--- src/pvmi_pkg.sv ---
// types, codes and helper functions of the perceptron inference block
package pvmi_pkg;

  localparam int BOARD_SQUARES   = 64;
  localparam int SQUARE_CHANNELS = 13;
  localparam int STM_CHANNEL     = 12;
  localparam int TANH_STEPS      = 24;

  localparam logic [1:0] REQ_LOAD   = 2'd0;
  localparam logic [1:0] REQ_SQUARE = 2'd1;
  localparam logic [1:0] REQ_QUERY  = 2'd2;

  localparam logic [1:0] RGN_W1  = 2'd0;
  localparam logic [1:0] RGN_B1  = 2'd1;
  localparam logic [1:0] RGN_VW  = 2'd2;
  localparam logic [1:0] RGN_POL = 2'd3;

  localparam logic [2:0] OP_W1    = 3'd0;
  localparam logic [2:0] OP_B1    = 3'd1;
  localparam logic [2:0] OP_VW    = 3'd2;
  localparam logic [2:0] OP_PW    = 3'd3;
  localparam logic [2:0] OP_PB    = 3'd4;
  localparam logic [2:0] OP_SQ    = 3'd5;
  localparam logic [2:0] OP_QRY   = 3'd6;
  localparam logic [2:0] OP_QZERO = 3'd7;

  localparam logic CFG_VALID = 1'b0;
  localparam logic CFG_BIAS  = 1'b1;

  localparam logic [0:0] KIND_VALUE  = 1'b0;
  localparam logic [0:0] KIND_POLICY = 1'b1;

  typedef struct packed {
    logic [2:0]  op;
    logic [18:0] index;
    logic [15:0] word;
    logic [5:0]  square;
    logic [3:0]  piece;
    logic        white;
    logic        last;
    logic [11:0] pidx;
  } cmd_t;

  typedef struct packed {
    logic               weights_valid;
    logic signed [15:0] value_bias;
  } cfg_t;

  function automatic logic signed [31:0] sat32(input logic signed [33:0] s);
    logic signed [31:0] r;
    if (!s[33] && s[32:31] != 2'b00) begin
      r = 32'sh7fffffff;
    end else if (s[33] && s[32:31] != 2'b11) begin
      r = 32'sh80000000;
    end else begin
      r = s[31:0];
    end
    return r;
  endfunction

  function automatic logic [14:0] tanh_lut(input logic [4:0] k);
    logic [14:0] v;
    case (k)
      5'd0:    v = 15'd0;
      5'd1:    v = 15'd4013;
      5'd2:    v = 15'd7571;
      5'd3:    v = 15'd10406;
      5'd4:    v = 15'd12478;
      5'd5:    v = 15'd13898;
      5'd6:    v = 15'd14830;
      5'd7:    v = 15'd15423;
      5'd8:    v = 15'd15795;
      5'd9:    v = 15'd16024;
      5'd10:   v = 15'd16165;
      5'd11:   v = 15'd16251;
      5'd12:   v = 15'd16303;
      5'd13:   v = 15'd16335;
      5'd14:   v = 15'd16354;
      5'd15:   v = 15'd16366;
      5'd16:   v = 15'd16373;
      5'd17:   v = 15'd16377;
      5'd18:   v = 15'd16380;
      5'd19:   v = 15'd16382;
      5'd20:   v = 15'd16383;
      5'd21:   v = 15'd16383;
      5'd22:   v = 15'd16383;
      default: v = 15'd16384;
    endcase
    return v;
  endfunction

endpackage

--- src/pvmi_front.sv ---
// input side: unpacks items, drops ignored ones and classifies the rest
module pvmi_front #(
  parameter int HIDDEN_UNITS   = 64,
  parameter int POLICY_OUTPUTS = 4096
) (
  input  logic             in_tvalid,
  output logic             in_tready,
  input  logic [63:0]      in_tdata,
  input  logic [1:0]       in_tuser,
  input  logic             in_tlast,
  input  logic             q_full,
  output logic             q_push,
  output pvmi_pkg::cmd_t   q_cmd
);
  import pvmi_pkg::*;

  localparam logic [31:0] W1_DEPTH = 32'(HIDDEN_UNITS * BOARD_SQUARES * SQUARE_CHANNELS);
  localparam logic [31:0] PW_DEPTH = 32'(HIDDEN_UNITS * POLICY_OUTPUTS);
  localparam logic [31:0] PB_END   = 32'(HIDDEN_UNITS * POLICY_OUTPUTS + POLICY_OUTPUTS);
  localparam logic [31:0] H_DEPTH  = 32'(HIDDEN_UNITS);
  localparam logic [12:0] P_DEPTH  = 13'(POLICY_OUTPUTS);

  logic [1:0]  region;
  logic [18:0] index;
  logic [31:0] idx32;
  logic [31:0] pb_off;
  logic        keep;

  assign region = in_tdata[1:0];
  assign index  = in_tdata[20:2];
  assign idx32  = {13'd0, index};
  assign pb_off = idx32 - PW_DEPTH;

  always_comb begin
    q_cmd.op     = OP_QZERO;
    q_cmd.index  = index;
    q_cmd.word   = in_tdata[36:21];
    q_cmd.square = in_tdata[42:37];
    q_cmd.piece  = in_tdata[46:43];
    q_cmd.white  = in_tdata[47];
    q_cmd.last   = in_tlast;
    q_cmd.pidx   = in_tdata[59:48];
    keep         = 1'b0;
    case (in_tuser)
      REQ_LOAD: begin
        case (region)
          RGN_W1: begin
            q_cmd.op = OP_W1;
            keep     = idx32 < W1_DEPTH;
          end
          RGN_B1: begin
            q_cmd.op = OP_B1;
            keep     = idx32 < H_DEPTH;
          end
          RGN_VW: begin
            q_cmd.op = OP_VW;
            keep     = idx32 < H_DEPTH;
          end
          default: begin
            if (idx32 < PW_DEPTH) begin
              q_cmd.op = OP_PW;
              keep     = 1'b1;
            end else begin
              q_cmd.op    = OP_PB;
              q_cmd.index = pb_off[18:0];
              keep        = idx32 < PB_END;
            end
          end
        endcase
      end
      REQ_SQUARE: begin
        q_cmd.op = OP_SQ;
        keep     = 1'b1;
      end
      REQ_QUERY: begin
        q_cmd.op = ({1'b0, q_cmd.pidx} < P_DEPTH) ? OP_QRY : OP_QZERO;
        keep     = 1'b1;
      end
      default: begin
        keep = 1'b0;
      end
    endcase
  end

  assign in_tready = !q_full;
  assign q_push    = in_tvalid && in_tready && keep;

endmodule

--- config.mk ---
export PLATFORM = sky130hd
export DESIGN_NAME = pvmi_front
export DESIGN_NICKNAME = d
export VERILOG_FILES = /design/src/pvmi_pkg.sv /design/src/pvmi_front.sv
export SDC_FILE = /design/constraint.sdc
export NUM_CORES = 1
export LEC_CHECK = 0
export BUFFER_PORTS_ARGS = -buffer_cell sky130_fd_sc_hd__buf_2
export CAP_MARGIN = 40
export CORE_MARGIN = 4
export CORE_UTILIZATION = 29
export DETAILED_ROUTE_END_ITERATION = 10
export PLACE_DENSITY = 0.95
export SYNTH_ARGS = -nofsm -noshare
export SYNTH_HDL_FRONTEND = slang
export SYNTH_SLANG_ARGS = --single-unit
--- constraint.sdc ---
create_clock -name vclk -period 2
set_input_delay 0.3 -clock vclk [all_inputs]
set_output_delay 0.3 -clock vclk [all_outputs]
set_load 0.005 [all_outputs]
# == Word-level counts from Yosys, hierarchy flattened ==
# Cells that the tools add are included.
# W data, S select, Z words.
# op_classes
n_addsub,1
n_mul,0
div,0
n_lt_le_gt_ge,4
eq_ne,4
shift,0
mux,9
bitwise_logic,0
reduce_logical,8
# ops
cell,count
$mux W19,3
$lt A19 B19 Y1 const B,2
$lt A19 B16 Y1 const B,1
$lt A19 B7 Y1 const B,1
$sub A19 B19 Y19 const B,1
$pmux W3 S3,2
$eq A2 B1 Y1 const B,2
$eq A2 B2 Y1 const B,2
$logic_not A2 Y1,2
$pmux W1 S2,2
$reduce_or A2 Y1,2
$mux W3,1
$reduce_or A3 Y1,1
$logic_and A1 B1 Y1,2
$logic_not A1 Y1,1
$mux W1,1
# word_totals
ff_bits,0
latchBits,0
ram_bits,0
rom_bits,0
in_bits,69
output_inout_bits,64
wordCells,26
mem_count,0

# == Longest topological paths before layout ==
# Gate-level depths: netlist of the first run.
# depth
ltp_word,5
depth_mapped,5
depth_no_buf,5

# == Worst setup path before layout of the first run ==
# OpenSTA, ideal clock, no wires.
# synth_path
path_type,input port to output port
from,in in_tdata[0]
to,out q_push
arrival_ns,1.152
t_required_ns,1.700
setup_slack_ns,0.548
stages,5
n_path_buf,0
path_cell_list,inv_1 > ha_1 > nor4b_1 > nand4_1 > a211oi_1
# synth_via
elab_chain_cells,5
elab_cells_between_ends,7
classes_between,2 x eq/ne; 2 x mux; 3 x reduce/logical
# synth_rtl
item,line_no,text
start: declaration,pvmi_front.sv:8,"input logic [63:0] in_tdata,"
$eq A2 B2 Y1 or $eq A2 B1 Y1 (tied branches),pvmi_front.sv:46,case (region)
$reduce_or A2 Y1 (no source line),-,
$pmux W1 S2 *,pvmi_front.sv:46,
$pmux W1 S2 *,pvmi_front.sv:44,case (in_tuser)
$logic_and A1 B1 Y1 *,pvmi_front.sv:86,assign q_push = in_tvalid && in_tready && keep;
end: declaration,pvmi_front.sv:12,"output logic q_push,"
# Every way passes the cells marked *; elsewhere a longest branch is shown, timed or not.

# == Worst setup path after layout of the first run ==
# Ends and elaborated chain as after synthesis.

==> flow_metrics.env, run 1 <==
export IMPL_worstMarginPinSlew_ps=246
export IMPL_wl_per_cell_um=13.4
export IMPL_vias=444
export IMPL_grt_pass1_wl_um=2000
export IMPL_power_density_nw_per_um2=182
export IMPL_hold_worst_slack_ps=600
export IMPL_io_pins=133
export IMPL_fmax_mhz=590
export IMPL_postCtsHoldBufs=0
export IMPL_ys_seq_area_share_pct=0
export IMPL_grt_pass1_vias=446
export IMPL_core_area_um2=2210
export IMPL_area_growth_syn_to_layout_pct=-31.0
export IMPL_drcViolationCount=0
export IMPL_regArea_um2=0
export IMPL_slew_limit_headroom_pct=83.5
export IMPL_whs_path_depth=0
export IMPL_totalNegativeSetupSlack_ps=0
export IMPL_power_leakage_nw=0.252
export IMPL_ant_nets=0
export IMPL_nClkBuffers=0
export IMPL_rsz0062_at_grt="no"
export IMPL_worstPathArrival_ps=1400
export IMPL_seq_cells=0
export IMPL_portBuffers=37
export IMPL_drive_above_1_share_pct=56.5
export IMPL_setup_viol=0
export IMPL_hp_start="in_tdata[59]"
export IMPL_fp_row_count=17
export IMPL_synth_area_leaders="buf_4 65%, ha_1 11%, nor4_4 3.2%"
export IMPL_place_congestion=0.702
export IMPL_dp_hpwl_um=1170
export IMPL_grt_start_max_net_pins=7
export IMPL_via_per_inst=4.58
export IMPL_fin_crit_sh_pct=84.8
export IMPL_drv_cap=0
export IMPL_multi_input_area_um2=226
export IMPL_drt_total_wl_um=1300
export IMPL_die_x_um=56.2
export IMPL_drt_iter0_drc=5
export IMPL_grt_ovfl_total=0
export IMPL_vdd_ir_drop_max_mv=0.0508
export IMPL_min_to="q_cmd[11]"
export IMPL_final_hold_violation_count=0
export IMPL_worstPathRequired_ps=1700
export IMPL_start_util_pct=30.5
export IMPL_hold_path_class="in -> out"
export IMPL_netlist_instances=90
export IMPL_synth_distinct_cells=17
export IMPL_diodes=0
export IMPL_nNetsFinal=146
export IMPL_die_area_um2=3160
export IMPL_num_fill_cells=268
export IMPL_status="finished, final reports clean"
export IMPL_syn_nets=165
export IMPL_layout_common_cells="37 x buf_2, 6 x ha_1, 5 x inv_1"
export IMPL_syn_area_um2=674
export IMPL_track_usage_pct=7.42
export IMPL_final_common_cell="buf_2"
export IMPL_yosysWarnings=0
export IMPL_synth_top_area_share_pct=64.6
export IMPL_start_kind="input pin"
export IMPL_syn_avg_cell_area_um2=7.49
export IMPL_crit_fanout=3
export IMPL_die_h_um=56.2
export IMPL_criticalPathCategory="in -> out"
export IMPL_post_cts_buffers=0
export IMPL_cp_end_kind="output pin"
export IMPL_post_route_min_period_ps=1700
export IMPL_grt_antenna_before_repair=0
export IMPL_synth_top_cell_by_area="buf_4"
export IMPL_slew_violations=0
export IMPL_drt_pass1_iterations=3
## per-stage QoR
stage,power (mW),area (um2),worst slack (ps),utilization [%],cells
3_3_place_gp,0.0842,459,171,20.8,97
2_1_floorplan,0.123,674,548,-,90
6_report,0.0848,465,304,21.0,97
4_1_cts,0.0853,459,153,20.8,97
3_5_place_dp,0.0851,459,154,20.8,97
5_1_grt,0.0966,465,113,21.0,97
## logic make-up after synthesis
family | synth area share [%]
fa+ha+maj | 11.1
simple gates | 8.54
compound gates | 13.0
buf+inv | 67.3
## critical path, cell delays in order
cell and delay (ps):
buf_2 100, inv_1 60, ha_1 260, nor4b_2 200, nand4_1 130, a211oi_1 200, buf_2 150
## Yosys cell counts
| master | count |
|---|---|
| o211ai_1 | 1 |
| a21oi_1 | 2 |
| a21boi_1 | 2 |
| nor4b_1 | 1 |
| nor3_1 | 2 |
| o21ai_1 | 2 |
| buf_4 | 58 |
| nor4_4 | 1 |
| o21ai_0 | 2 |
| nor2_1 | 2 |
| nand4_1 | 1 |
| a311o_1 | 1 |
| nand2_1 | 1 |
| a311oi_1 | 2 |
| ha_1 | 6 |
| inv_1 | 5 |
| a211oi_1 | 1 |
## what timing repair did
item                                    4_1_cts  5_1_grt
endpoints found under the setup margin        0        1
endpoints found under the hold margin         0        0
resized for setup                             0        1
## worst max-delay path by stage
stage / start / depth (start not counted) / end / slack [ps]
final: in_tdata[0] / 7 / q_push / 300
after global routing: in_tdata[1] / 7 / q_push / 110
after CTS: in_tdata[0] / 7 / q_push / 150
after detailed placement: in_tdata[0] / 7 / q_push / 150
after global placement: in_tdata[0] / 7 / q_push / 170
after floorplan: in_tdata[0] / 5 / q_push / 550
## power by group
part | internal (mW) | switching, mW | total, mW
logic | 0.0427 | 0.0422 | 0.0848
clock network | 0 | 0 | 0
registers | 0 | 0 | 0
## final cells by class
class | instances | area share [%]
inverter | 5 | 4.03
multi-input combinational | 27 | 48.7
tap | 28 | 7.53
timing repair buffer | 37 | 39.8
## per-layer routing
metal  routed length, um  GRT usage (%)  part of all wire, %
met1                 368           6.67                   28
met5                   0              0                    0
met3                 213           3.94                   16
met4                  77           4.75                  5.9
met2                 642           12.9                   49
Power figures use the tool's default switching activity.
==> inputs of run 2 (changes only) <==
--- a/config.mk
+++ b/config.mk
@@ -8,9 +8,9 @@
 export BUFFER_PORTS_ARGS = -buffer_cell sky130_fd_sc_hd__buf_2
 export CAP_MARGIN = 40
 export CORE_MARGIN = 4
-export CORE_UTILIZATION = 29
+export CORE_UTILIZATION = 26
 export DETAILED_ROUTE_END_ITERATION = 10
-export PLACE_DENSITY = 0.95
+export PLACE_DENSITY = 0.94
 export SYNTH_ARGS = -nofsm -noshare
 export SYNTH_HDL_FRONTEND = slang
 export SYNTH_SLANG_ARGS = --single-unit
==> constraint.sdc (replaced) <==
create_clock -name vclk -period 1.8
set_input_delay 0.27 -clock vclk [all_inputs]
set_output_delay 0.27 -clock vclk [all_outputs]
set_load 0.005 [all_outputs]
==> flow_metrics.env, run 2 (synthesis results as in run 1) <==
export IMPL_status="finished, final reports clean"
export IMPL_min_to="q_cmd[12]"
export IMPL_grt_use_met1_pct=7.86
export IMPL_power_density_nw_per_um2=207
export IMPL_place_congestion=0.775
export IMPL_nClkBuffers=0
export IMPL_area_growth_syn_to_layout_pct=-30.6
export IMPL_post_route_min_period_ps=1650
export IMPL_portBuffers=37
export IMPL_start_kind="input pin"
export IMPL_die_h_um=58.9
export IMPL_grt_ovfl_total=0
export IMPL_diodes=0
export IMPL_met2_usage_pct=12.9
export IMPL_fin_crit_sh_pct=91.8
export IMPL_hold_path_class="in -> out"
export IMPL_drcViolationCount=0
export IMPL_postCtsHoldBufs=0
export IMPL_vias=454
export IMPL_io_pins=133
export IMPL_worstPathArrival_ps=1380
export IMPL_whs_path_depth=0
export IMPL_die_area_um2=3470
export IMPL_grt_start_max_net_pins=7
export IMPL_fin_util_pct=18.9
export IMPL_start_util_pct=27.2
export IMPL_drt_iter0_drc=4
export IMPL_grt_pass1_vias=452
export IMPL_fp_row_count=18
export IMPL_totalNegativeSetupSlack_ps=0
export IMPL_ant_nets=0
export IMPL_grt_busiest_layer="met2"
export IMPL_crit_fanout=3
export IMPL_nNetsFinal=146
export IMPL_layout_common_cells="37 x buf_2, 6 x ha_1, 5 x inv_1"
export IMPL_rsz0062_at_grt="no"
export IMPL_power_leakage_nw=0.252
export IMPL_worstPathRequired_ps=1530
export IMPL_via_per_inst=4.59
export IMPL_hp_start="in_tlast"
export IMPL_drt_pass1_iterations=4
export IMPL_worstMarginPinSlew_ps=275
export IMPL_track_usage_pct=7.64
export IMPL_drv_cap=0
export IMPL_drt_total_wl_um=1440
export IMPL_groute_layer_met3_usage_pct=2.41
export IMPL_slew_violations=0
export IMPL_core_area_um2=2480
export IMPL_vdd_ir_drop_max_mv=0.0589
export IMPL_num_fill_cells=292
export IMPL_grt_antenna_before_repair=0
export IMPL_grt_pass1_wl_um=2100
export IMPL_cts_resized=0
export IMPL_dp_hpwl_um=1310
export IMPL_die_x_um=58.9
export IMPL_drive_above_1_share_pct=56.5
export IMPL_post_cts_buffers=0
export IMPL_multi_input_area_um2=226
export IMPL_slew_limit_headroom_pct=81.5
export IMPL_criticalPathCategory="in -> out"
export IMPL_final_common_cell="buf_2"
export IMPL_final_hold_violation_count=0
export IMPL_setup_viol=0
export IMPL_fmax_mhz=605
export IMPL_wl_per_cell_um=14.5
export IMPL_regArea_um2=0
export IMPL_cp_end_kind="output pin"
export IMPL_seq_cells=0
run 2: power by group:
part | internal (mW) | total (mW) | switching, mW
logic | 0.0477 | 0.0967 | 0.0490
registers | 0 | 0 | 0
clock network | 0 | 0 | 0
run 2: metrics by stage:
stage | cell area [um2] | setup WS, ps | total power, mW | instances | hold WS, ps
floorplan | 674 | 408 | 0.136 | 90 | 567
global route | 468 | 44.1 | 0.110 | 99 | 540
global placement | 462 | 24.4 | 0.0949 | 99 | 540
finish | 468 | 148 | 0.0967 | 99 | 540
CTS | 462 | 8.54 | 0.0979 | 99 | 540
detailed placement | 462 | 16.1 | 0.0975 | 99 | 540
run 2: worst max path at each step:
stage | startpoint | end | slack, ps | depth (start not counted)
floorplan | in_tdata[0] | q_push | 410 | 5
global placement | in_tdata[0] | q_push | 20 | 7
detailed placement | in_tdata[0] | q_push | 20 | 7
CTS | in_tdata[0] | q_push | 9 | 7
global route | in_tdata[0] | q_push | 40 | 7
finish | in_tdata[0] | q_push | 150 | 7
run 2: layer usage:
metal / share of wire, % / vias up
li1: - / 201
met1: 32 / 190
met2: 46 / 45
met3: 15 / 18
met4: 6.1 / 0
met5: 0 / -
run 2: worst max-delay path, stage by stage:
cell,delay (ps)
buf_2,110
inv_1,50
ha_1,260
nor4b_2,190
nand4_1,130
a211oi_1,210
buf_2,150
run 2: layout make-up:
class	count	area share, %
inverters	5	4.01
well taps	30	8.02
multi-input cells	27	48.4
repair buffers	37	39.6
