File: config.mk
export PLATFORM = sky130hd
export DESIGN_NAME = pvmi_queue
export DESIGN_NICKNAME = d
export VERILOG_FILES = /design/src/pvmi_pkg.sv /design/src/pvmi_queue.sv
export SDC_FILE = /design/constraint.sdc
export NUM_CORES = 1
export LEC_CHECK = 0
export BUFFER_PORTS_ARGS = -buffer_cell sky130_fd_sc_hd__buf_2
export CORE_ASPECT_RATIO = 1.4
export CORE_MARGIN = 2
export CORE_UTILIZATION = 57
export CTS_CLUSTER_DIAMETER = 50
export CTS_CLUSTER_SIZE = 25
export DETAILED_ROUTE_END_ITERATION = 6
export PLACE_DENSITY = 0.84
export SLEW_MARGIN = 20
export SYNTH_ARGS = -nofsm -noshare
export SYNTH_HDL_FRONTEND = slang
export SYNTH_SLANG_ARGS = --single-unit
File: constraint.sdc
create_clock -name clk -period 3 [get_ports clk]
set_clock_uncertainty 0.1 [all_clocks]
set_input_delay 0.75 -clock clk [delete_from_list [all_inputs] [get_ports clk]]
set_output_delay 0.75 -clock clk [all_outputs]
set_load 0.05 [all_outputs]
File: src/pvmi_pkg.sv
// types, codes and helper functions of the perceptron inference block
package pvmi_pkg;

  localparam int BOARD_SQUARES   = 64;
  localparam int SQUARE_CHANNELS = 13;
  localparam int STM_CHANNEL     = 12;
  localparam int TANH_STEPS      = 24;

  localparam logic [1:0] REQ_LOAD   = 2'd0;
  localparam logic [1:0] REQ_SQUARE = 2'd1;
  localparam logic [1:0] REQ_QUERY  = 2'd2;

  localparam logic [1:0] RGN_W1  = 2'd0;
  localparam logic [1:0] RGN_B1  = 2'd1;
  localparam logic [1:0] RGN_VW  = 2'd2;
  localparam logic [1:0] RGN_POL = 2'd3;

  localparam logic [2:0] OP_W1    = 3'd0;
  localparam logic [2:0] OP_B1    = 3'd1;
  localparam logic [2:0] OP_VW    = 3'd2;
  localparam logic [2:0] OP_PW    = 3'd3;
  localparam logic [2:0] OP_PB    = 3'd4;
  localparam logic [2:0] OP_SQ    = 3'd5;
  localparam logic [2:0] OP_QRY   = 3'd6;
  localparam logic [2:0] OP_QZERO = 3'd7;

  localparam logic CFG_VALID = 1'b0;
  localparam logic CFG_BIAS  = 1'b1;

  localparam logic [0:0] KIND_VALUE  = 1'b0;
  localparam logic [0:0] KIND_POLICY = 1'b1;

  typedef struct packed {
    logic [2:0]  op;
    logic [18:0] index;
    logic [15:0] word;
    logic [5:0]  square;
    logic [3:0]  piece;
    logic        white;
    logic        last;
    logic [11:0] pidx;
  } cmd_t;

  typedef struct packed {
    logic               weights_valid;
    logic signed [15:0] value_bias;
  } cfg_t;

  function automatic logic signed [31:0] sat32(input logic signed [33:0] s);
    logic signed [31:0] r;
    if (!s[33] && s[32:31] != 2'b00) begin
      r = 32'sh7fffffff;
    end else if (s[33] && s[32:31] != 2'b11) begin
      r = 32'sh80000000;
    end else begin
      r = s[31:0];
    end
    return r;
  endfunction

  function automatic logic [14:0] tanh_lut(input logic [4:0] k);
    logic [14:0] v;
    case (k)
      5'd0:    v = 15'd0;
      5'd1:    v = 15'd4013;
      5'd2:    v = 15'd7571;
      5'd3:    v = 15'd10406;
      5'd4:    v = 15'd12478;
      5'd5:    v = 15'd13898;
      5'd6:    v = 15'd14830;
      5'd7:    v = 15'd15423;
      5'd8:    v = 15'd15795;
      5'd9:    v = 15'd16024;
      5'd10:   v = 15'd16165;
      5'd11:   v = 15'd16251;
      5'd12:   v = 15'd16303;
      5'd13:   v = 15'd16335;
      5'd14:   v = 15'd16354;
      5'd15:   v = 15'd16366;
      5'd16:   v = 15'd16373;
      5'd17:   v = 15'd16377;
      5'd18:   v = 15'd16380;
      5'd19:   v = 15'd16382;
      5'd20:   v = 15'd16383;
      5'd21:   v = 15'd16383;
      5'd22:   v = 15'd16383;
      default: v = 15'd16384;
    endcase
    return v;
  endfunction

endpackage

File: src/pvmi_queue.sv
// short command queue between the input side and the sequencer
module pvmi_queue #(
  parameter int DEPTH = 4
) (
  input  logic           clk,
  input  logic           rst_n,
  input  logic           push,
  input  pvmi_pkg::cmd_t push_cmd,
  output logic           full,
  input  logic           pop,
  output logic           valid,
  output pvmi_pkg::cmd_t head_cmd
);
  import pvmi_pkg::*;

  localparam int AW = $clog2(DEPTH);

  cmd_t          slot_r [DEPTH];
  logic [AW-1:0] wp_r;
  logic [AW-1:0] rp_r;
  logic [AW:0]   cnt_r;
  logic          do_pop;

  assign full     = cnt_r == (AW + 1)'(DEPTH);
  assign valid    = cnt_r != '0;
  assign head_cmd = slot_r[rp_r];
  assign do_pop   = pop && valid;

  always_ff @(posedge clk) begin
    if (push) begin
      slot_r[wp_r] <= push_cmd;
    end
    if (!rst_n) begin
      wp_r  <= '0;
      rp_r  <= '0;
      cnt_r <= '0;
    end else begin
      if (push) begin
        wp_r <= (wp_r == AW'(DEPTH - 1)) ? '0 : wp_r + 1'b1;
      end
      if (do_pop) begin
        rp_r <= (rp_r == AW'(DEPTH - 1)) ? '0 : rp_r + 1'b1;
      end
      if (push && !do_pop) begin
        cnt_r <= cnt_r + 1'b1;
      end else if (!push && do_pop) begin
        cnt_r <= cnt_r - 1'b1;
      end
    end
  end

endmodule

Word-level counts from Yosys, hierarchy flattened --
Memories as Yosys holds them, arrays and structs flattened. A register that Yosys moved wholly into a read port is not among the register bits. Index checks and enable logic that the tools add are counted.
Operators by class: $add $sub $neg 4, eq/ne operators 3, multiplexer cells 8, reductions and logical operators 7
Operators with widths (number):
- 2-to-1 mux 2 bit | 4
- 2-to-1 mux 3 bit | 2
- adder 2 x 1 -> 2 bit (second input constant) | 2
- equality test 2 bit (second input constant) | 2
- adder 3 x 1 -> 3 bit (second input constant) | 1
- equality test 3 bit (second input constant) | 1
- logical AND 1 bit | 3
- nonzero test 3 bit | 1
- subtractor 3 x 1 -> 3 bit (second input constant) | 1
- logical NOT 1 bit | 2
- 2-to-1 mux 1 bit | 2
- nonzero test 2 bit | 1
Storage, ports and cells: register bits after elaboration 7, memory bits (writable) 248, input port bits 66, output and inout bits 64, word-level logic and storage cells 26, memories 1
Memories:
- slot_r | depth 4, width 62, read ports 1, clocked after Yosys merged registers in 1, wr ports 1, line pvmi_queue.sv:18 | cmd_t slot_r [DEPTH];

Logic depth before layout (Yosys ltp) --
Gate-level depths: netlist (run 1).
word-level depth 5, mapped depth 7, depth with buffers taken out 7

Worst setup path after synthesis (run 1) --
Ideal clock, no wire load.
path type in2reg, from in push, to mem slot_r[0][0] in the netlist's numbering, enable pin, library setup time 0.426 ns, arrival 2.212 ns, required time 2.474 ns, slack 0.262 ns, stages on the path 1, path buffers 0, cell sequence and2_1
Between the ends: cells in the longest elaborated chain, start to end 2
RTL lines:
- start, declared | line pvmi_queue.sv:7 | input logic push,
- 2-to-1 mux 1 bit | line pvmi_queue.sv:30 | if (push) begin
- 2-to-1 mux 1 bit (not written as such) | line pvmi_queue.sv:31 | slot_r[wp_r] <= push_cmd;
- end, declared | line pvmi_queue.sv:18
Every way passes these cells.

==> summary.txt, run 1 <==
Crit path buffers/inverters: 2
Slew HR: 65.4%
register area share after synthesis: 80.5%
WP data arrival: 1.99 ns
beginning of the worst register-to-register path: cnt_r[0]
Critical Path RT: 2.15 ns
chip height: 157 um
crit path max-delay cell type: mux4_1
Min-Delay Path Class: input port to flip-flop
CTS Buffer Depth: 3
Least-Margin Pin Slew: 0.515 ns
pin count of the biggest net entering global routing: 36
YS warnings: 0
storage element area: 7630 um^2
Skew-Pair Late Insertion Delay: 0.47 ns
Worst R2R End: cnt_r[2]
#FFs+latches synth: 257
Gate Count Post-Synth: 370
Int Power: 6.04 mW
pre-CTS setup slack: 0.294 ns
Syn-to-layout area delta: 14.3%
diode count: 0
Total Die Area: 17700 um^2
DP HPWL: 10100 um
CP Launch Type: flip-flop
Ports: 130
ratio of cells with drive above 1 in the final layout: 43.1%
initial antenna violation count: 3
VDD IR-drop max: 576 uV
Min-Delay Endpoint: slot_r[3][38]
clock root cell: clkbuf_16
Max Transition Viols Final: 0
Rows: 55
clock slew at reported path FFs: 0.09 ns
minimum clock period: 2.84 ns
Peak Freq: 0.352 GHz
final critical-path share of the clock period: 94.6%
CP Cell Sequence: buf_12 -> mux4_1 -> buf_2
critical path's top delay family: multiplexers
Flop pwr share: 46.8%
MaxCap Viol Count: 0
Final Hold Vio Count: 0
Leak: 3.62 nW
grt total ovfl: 0
placed inst area: 10400 um^2
cell area after synthesis: 9480 um^2
sw frac: 33.1%
Hold Crit Start: push_cmd[38]
Distinct cells, synth: 24
power share of the clock group: 23.1%
vias per inst: 5.90
syn avg cell area: 25.6 um^2
DRC: 7
final net count: 583
FF-to-FF path depth: 7
Wirelength per Cell: 22.6 um
Initial DRC Count: 342
sum of negative setup slack: 0 ns
Power Dens Cells: 835 nW/um^2
hold-critical path depth: 1
status: complete, but fails checks
Initial Utilization: 58.3%
vias in the first global route: 4328
power consumption: 9.04 mW
DR vias: 4216
Pre-antenna DRT Iters: 7
gp weighted congestion: 0.722
gr usage total: 18.5%
post-route ant nets: 0
# hold bufs at CTS: 0
endpoints failing setup: 0
CP Max Fanout: 32
fillers: 1030
post-route cell area: 10800 um^2
CTS tree: built
IO buf count: 129
CTS H-tree lvls: 1
Worst Setup End Kind: primary output
R2R Setup Slk: 0.42 ns
final wirelength: 16100 um
post-CTS sizing: 0
Max stage delay on crit path: 0.63 ns
RSZ-0062 raised after global routing: no
Switch Pwr: 2.99 mW
area of the multi-input gates: 1680 um^2
Post-CTS Setup Inserts: 0
final worst slack: 0.162 ns
first-pass GRT wire length: 24400 um
Setup Crit Path Kind: flip-flop to primary output
combinational power share: 30.1%
Post-Syn Nets: 443
Placeable Area: 16200 um^2
Die Wd: 113 um
CTS buffer count: 15
failing checks: design-rule violations
Clock Sink Count: 257
## through the flow
stage          std cells  hold WS, ns  util, %
3_5_place_dp         692        0.453     63.9
6_report             714        0.382     66.7
5_1_grt              714        0.372     66.7
2_1_floorplan        370        0.378        -
4_1_cts              714        0.365     66.7
3_3_place_gp         692        0.398     63.9
## final cells by class
cell class                      count  area share (%)
Sequential cell                   257            70.5
Multi-Input combinational cell     96            15.5
Timing Repair Buffer              137            7.33
Clock buffer                       16            3.50
Tap cell                          199            2.30
Clock inverter                      6           0.728
Inverter                            3           0.104
## placed cells by master, fill, tap and decap left out, drive strengths merged
cell type | netlist | layout
mux4 | 62 | 62
or3 | 2 | 2
ha | 6 | 6
bufinv | 0 | 1
edfxtp | 248 | 248
nor2 | 2 | 2
nor2b | 3 | 3
dfxtp | 9 | 9
buf | 13 | 137
xor2 | 1 | 1
inv | 3 | 4
clkinv | 0 | 4
a21boi | 1 | 1
nand2 | 2 | 2
o21ai | 3 | 3
nand3 | 2 | 2
nor3b | 1 | 1
fa | 1 | 1
mux2i | 3 | 3
xnor2 | 1 | 1
and2 | 5 | 5
o31ai | 1 | 1
clkbuf | 1 | 16
## how the worst max path moves through the flow
stage | end | slack, ns | startpoint | cells after the start
final | head_cmd[43] | 0.16 | flip-flop | 3
after global routing | head_cmd[43] | 0.04 | flip-flop | 3
after CTS | head_cmd[43] | 0.10 | flip-flop | 3
after detailed placement | cnt_r[2] | 0.29 | pop | 8
after global placement | cnt_r[2] | 0.53 | pop | 8
after floorplan | slot_r[0][0] | 0.26 | push | 1
## power groups by stage
stage          clock, mW  combinational, mW  sequential [mW]
2_1_floorplan          0               2.31             4.26
5_1_grt             2.25               2.86             4.25
3_5_place_dp           0               2.76             4.31
3_3_place_gp           0               2.71             4.29
4_1_cts             2.15               2.77             4.23
6_report            2.09               2.72             4.23
## per-layer routing
layer,GRT usage [%],part of all wire (%),up-vias
met2,31.6,53,130
met5,0,0.19,-
met4,6.74,3.0,6
met1,24.1,38,2197
li1,-,-,1848
met3,3.37,5.4,35
## cell families (layout without fill, tap and decap cells)
family / after synthesis / in the layout / synth area share [%]
AO/OA/AOI/OAI: 5 / 5 / 0.317
XOR/XNOR: 2 / 2 / 0.185
adder cells (fa/ha/maj): 7 / 7 / 1.00
buffers and inverters: 17 / 162 / 1.86
flip-flops: 257 / 257 / 80.5
multiplexers: 65 / 65 / 15.1
AND/OR/NAND/NOR: 17 / 17 / 1.00
## cells in the mapped netlist (all sizes together)
| cell | n | share of area (%) |
|---|---|---|
| edfxtp | 248 | 79 |
| mux4 | 62 | 15 |
| buf | 13 | 1.7 |
| dfxtp | 9 | 1.9 |
| ha | 6 | 0.79 |
| and2 | 5 | 0.33 |
| inv | 3 | 0.12 |
| mux2i | 3 | 0.32 |
| nor2b | 3 | 0.20 |
| o21ai | 3 | 0.16 |
| nand2 | 2 | 0.079 |
| nand3 | 2 | 0.11 |
| nor2 | 2 | 0.079 |
| or3 | 2 | 0.13 |
| a21boi | 1 | 0.079 |
| clkbuf | 1 | 0.040 |
| fa | 1 | 0.21 |
| nor3b | 1 | 0.079 |
| o31ai | 1 | 0.079 |
| xnor2 | 1 | 0.092 |
| xor2 | 1 | 0.092 |
## flip-flops by register name, summed over array words and instances, names as in the netlist, named ones only
signal / count
wp_r: 2
cnt_r: 3
slot_r: 248
rp_r: 2
(Power assumes the default switching activity.)
==> run 2: changes to the inputs <==
--- a/config.mk
+++ b/config.mk
@@ -8,11 +8,12 @@
 export BUFFER_PORTS_ARGS = -buffer_cell sky130_fd_sc_hd__buf_2
 export CORE_ASPECT_RATIO = 1.4
 export CORE_MARGIN = 2
-export CORE_UTILIZATION = 57
+export CORE_UTILIZATION = 51
 export CTS_CLUSTER_DIAMETER = 50
 export CTS_CLUSTER_SIZE = 25
 export DETAILED_ROUTE_END_ITERATION = 6
-export PLACE_DENSITY = 0.84
+export HOLD_SLACK_MARGIN = 0.1
+export PLACE_DENSITY = 0.8
 export SLEW_MARGIN = 20
 export SYNTH_ARGS = -nofsm -noshare
 export SYNTH_HDL_FRONTEND = slang
==> constraint.sdc (replaced) <==
create_clock -name clk -period 2.4 [get_ports clk]
set_clock_uncertainty 0.1 [all_clocks]
set_input_delay 0.24 -clock clk [delete_from_list [all_inputs] [get_ports clk]]
set_output_delay 0.24 -clock clk [all_outputs]
set_load 0.05 [all_outputs]
==> run 2 against run 1 <==
  * The flow now finishes without violations
  * Clock power is 21% higher
  * Sequential share of layout area shrank 5.2 points
  * Design area is 8.0% higher
  * Global-route usage is 1.4 points lower
  * Worst hold slack lost 0.25 ns
  * Power up 27%
  * Critical path type is now flip-flop to flip-flop
  * Largest cell class unchanged
==> summary.txt, run 2 (synthesis gave the netlist of run 1 again) <==
CTS buffer count: 15 (unchanged)
placed insts: 747 (+7.9%)
Min-Delay Endpoint: rp_r[1]
Flop pwr share: 46.0% (-0.8 points)
Int Power: 7.68 mW (+27%)
endpoints failing setup: 0 (unchanged)
Worst Setup End Kind: flip-flop
Switch Pwr: 3.79 mW (+27%)
Peak Freq: 0.438 GHz
most frequent cells in the layout: edfxtp_1, buf_2, dlygate4sd3_1
met3 Use GR: 2.92% (-0.45 points)
Worst R2R End: cnt_r[2]
global route hottest layer: met2
sw frac: 33.0% (-0.092 points)
grt total ovfl: 0 (unchanged)
Initial Utilization: 51.5% (-6.8 points)
critical path's top delay family: adder cells
fillers: 1213 (+18%)
final critical-path share of the clock period: 95.0%
Pre-antenna DRT Iters: 4 (-3)
fin util: 63.6% (-3.1 points)
sum of negative setup slack: 0 ns (unchanged)
Leak: 3.98 nW (+9.9%)
Syn-to-layout area delta: 23.4%
Wirelength per Cell: 19.8 um (-12%)
hold-critical path depth: 4 (+3)
power share of the clock group: 21.9% (-1.2 points)
flip-flop count of the largest register after layout: 248 (unchanged)
Critical Path RT: 2.68 ns (+0.53 ns)
initial antenna violation count: 2 (-1)
DR vias: 4448 (+5.5%)
Die Wd: 119 um (+5.5%)
Power Dens Cells: 981 nW/um^2 (+18%)
DP HPWL: 10500 um (+4.2%)
CP Cell Sequence: o31ai_1 -> ha_1 -> inv_1 -> fa_1 -> xor2_1 -> or3_1 -> a21boi_0
Setup Crit Path Kind: flip-flop to flip-flop
Total Die Area: 19700 um^2 (+11%)
M2 GR Usage: 31.4% (-0.21 points)
CP Max Fanout: 5 (-84%)
CTS tree: built
IO buf count: 129 (unchanged)
Post-Layout Cell Count: 843 (+18%)
gp weighted congestion: 0.682 (-5.5%)
status: finished, final reports clean
clock root cell: clkbuf_16
Ports: 130 (unchanged)
R2R Setup Slk: 0.12 ns (-0.30 ns)
Least-Margin Pin Slew: 0.403 ns (-0.112 ns)
Biggest register: slot_r
combinational power share: 32.1% (+2.0 points)
Max Transition Viols Final: 0 (unchanged)
Hold Crit Start: pop
CTS H-tree lvls: 1 (unchanged)
vias in the first global route: 4854 (+12%)
Rows: 59 (+7.3%)
chip height: 165 um (+5.6%)
first-pass GRT wire length: 25700 um (+5.3%)
WP depth: 7 (+4)
final wirelength: 16700 um (+3.4%)
Max stage delay on crit path: 0.38 ns (-0.25 ns)
post-route ant nets: 0 (unchanged)
RSZ-0062 raised after global routing: no
beginning of the worst register-to-register path: cnt_r[0]
crit path max-delay cell type: dfxtp_1
Skew-Pair Late Insertion Delay: 0.47 ns (about the same)
CP Launch Type: flip-flop
minimum clock period: 2.28 ns
Final Hold Vio Count: 0 (unchanged)
DRC: 0 (-7)
global routing usage on met1: 21.4% (-2.8 points)
VDD IR-drop max: 769 uV (+33%)
WP data arrival: 2.56 ns (+0.57 ns)
Placeable Area: 18400 um^2 (+13%)
Slew HR: 73.2% (+7.8 points)
Initial DRC Count: 279 (-18%)
pin count of the biggest net entering global routing: 42 (+17%)
post-CTS sizing: 0 (unchanged)
vias per inst: 5.28 (-11%)
ratio of cells with drive above 1 in the final layout: 40.0% (-3.1 points)
most common cell after layout, fill and taps aside: edfxtp_1
Crit path buffers/inverters: 1 (-1)
gr usage total: 17.0% (-1.4 points)
Clock Sink Count: 257 (unchanged)
FF-to-FF path depth: 7 (unchanged)
CTS Buffer Depth: 3 (unchanged)
clock slew at reported path FFs: 0.09 ns (about the same)
MaxCap Viol Count: 0 (unchanged)
Min-Delay Path Class: input port to flip-flop
Largest regs: slot_r: 248 flops, cnt_r: 3 flops
final net count: 663 (+14%)
## run 2: final cells by class
class / instances / area (um^2) / area share, %
clock inverter: 6 / 53.8 / 0.460
tap: 244 / 305 / 2.61
sequential: 257 / 7630 / 65.3
antenna: 2 / 5.00 / 0.0428
inverter: 3 / 11.3 / 0.0963
clock buffer: 18 / 387 / 3.31
multi-input combinational: 96 / 1680 / 14.4
timing repair buffer: 217 / 1610 / 13.8
## run 2: metal layers
metal	wire length [um]	vias to the layer above	share of wire, %
met5	0	-	0
met1	6630	2305	40
li1	-	2013	-
met2	9060	114	54
met3	763	16	4.6
met4	211	0	1.3
## run 2: worst reg2reg max path: stages (launching register included)
cell and delay, ns:
dfxtp_1 0.38, o31ai_1 0.34, ha_1 0.26, inv_1 0.06, fa_1 0.37, xor2_1 0.18
or3_1 0.30, a21boi_0 0.20
## run 2: how the worst max path moves through the flow
stage / start / to / slack, ns
floorplan: cnt_r[0] / cnt_r[2] / 0.20
finish: cnt_r[0] / cnt_r[2] / 0.12
detailed placement: cnt_r[0] / cnt_r[2] / 0.12
CTS: cnt_r[0] / cnt_r[2] / 0.10
global placement: cnt_r[0] / cnt_r[2] / 0.30
global route: cnt_r[0] / cnt_r[2] / 0.002
## run 2: what timing repair did
| item | 4_1_cts | 5_1_grt |
|---|---|---|
| hold buffers | 65 | 0 |
| hold endpoints to repair | 257 | 0 |
| endpoints found under the setup margin | 49 | 0 |
| setup buffers | 5 | 0 |
## run 2: metrics by stage
step | power [mW] | setup slack, ns | hold slack, ns | area [um^2]
floorplan | 8.20 | 0.201 | 0.239 | 9480
global placement | 8.85 | 0.302 | 0.348 | 10500
detailed placement | 8.91 | 0.121 | 0.357 | 10500
CTS | 11.6 | 0.104 | 0.119 | 11700
global route | 11.9 | 0.00175 | 0.160 | 11700
finish | 11.5 | 0.119 | 0.130 | 11700
## run 2: power by group through the flow
stage	combinational, mW	sequential (mW)	clock [mW]
floorplan	2.89	5.31	0
CTS	3.74	5.28	2.59
global placement	3.41	5.45	0
finish	3.68	5.28	2.52
detailed placement	3.44	5.47	0
global route	3.86	5.30	2.75
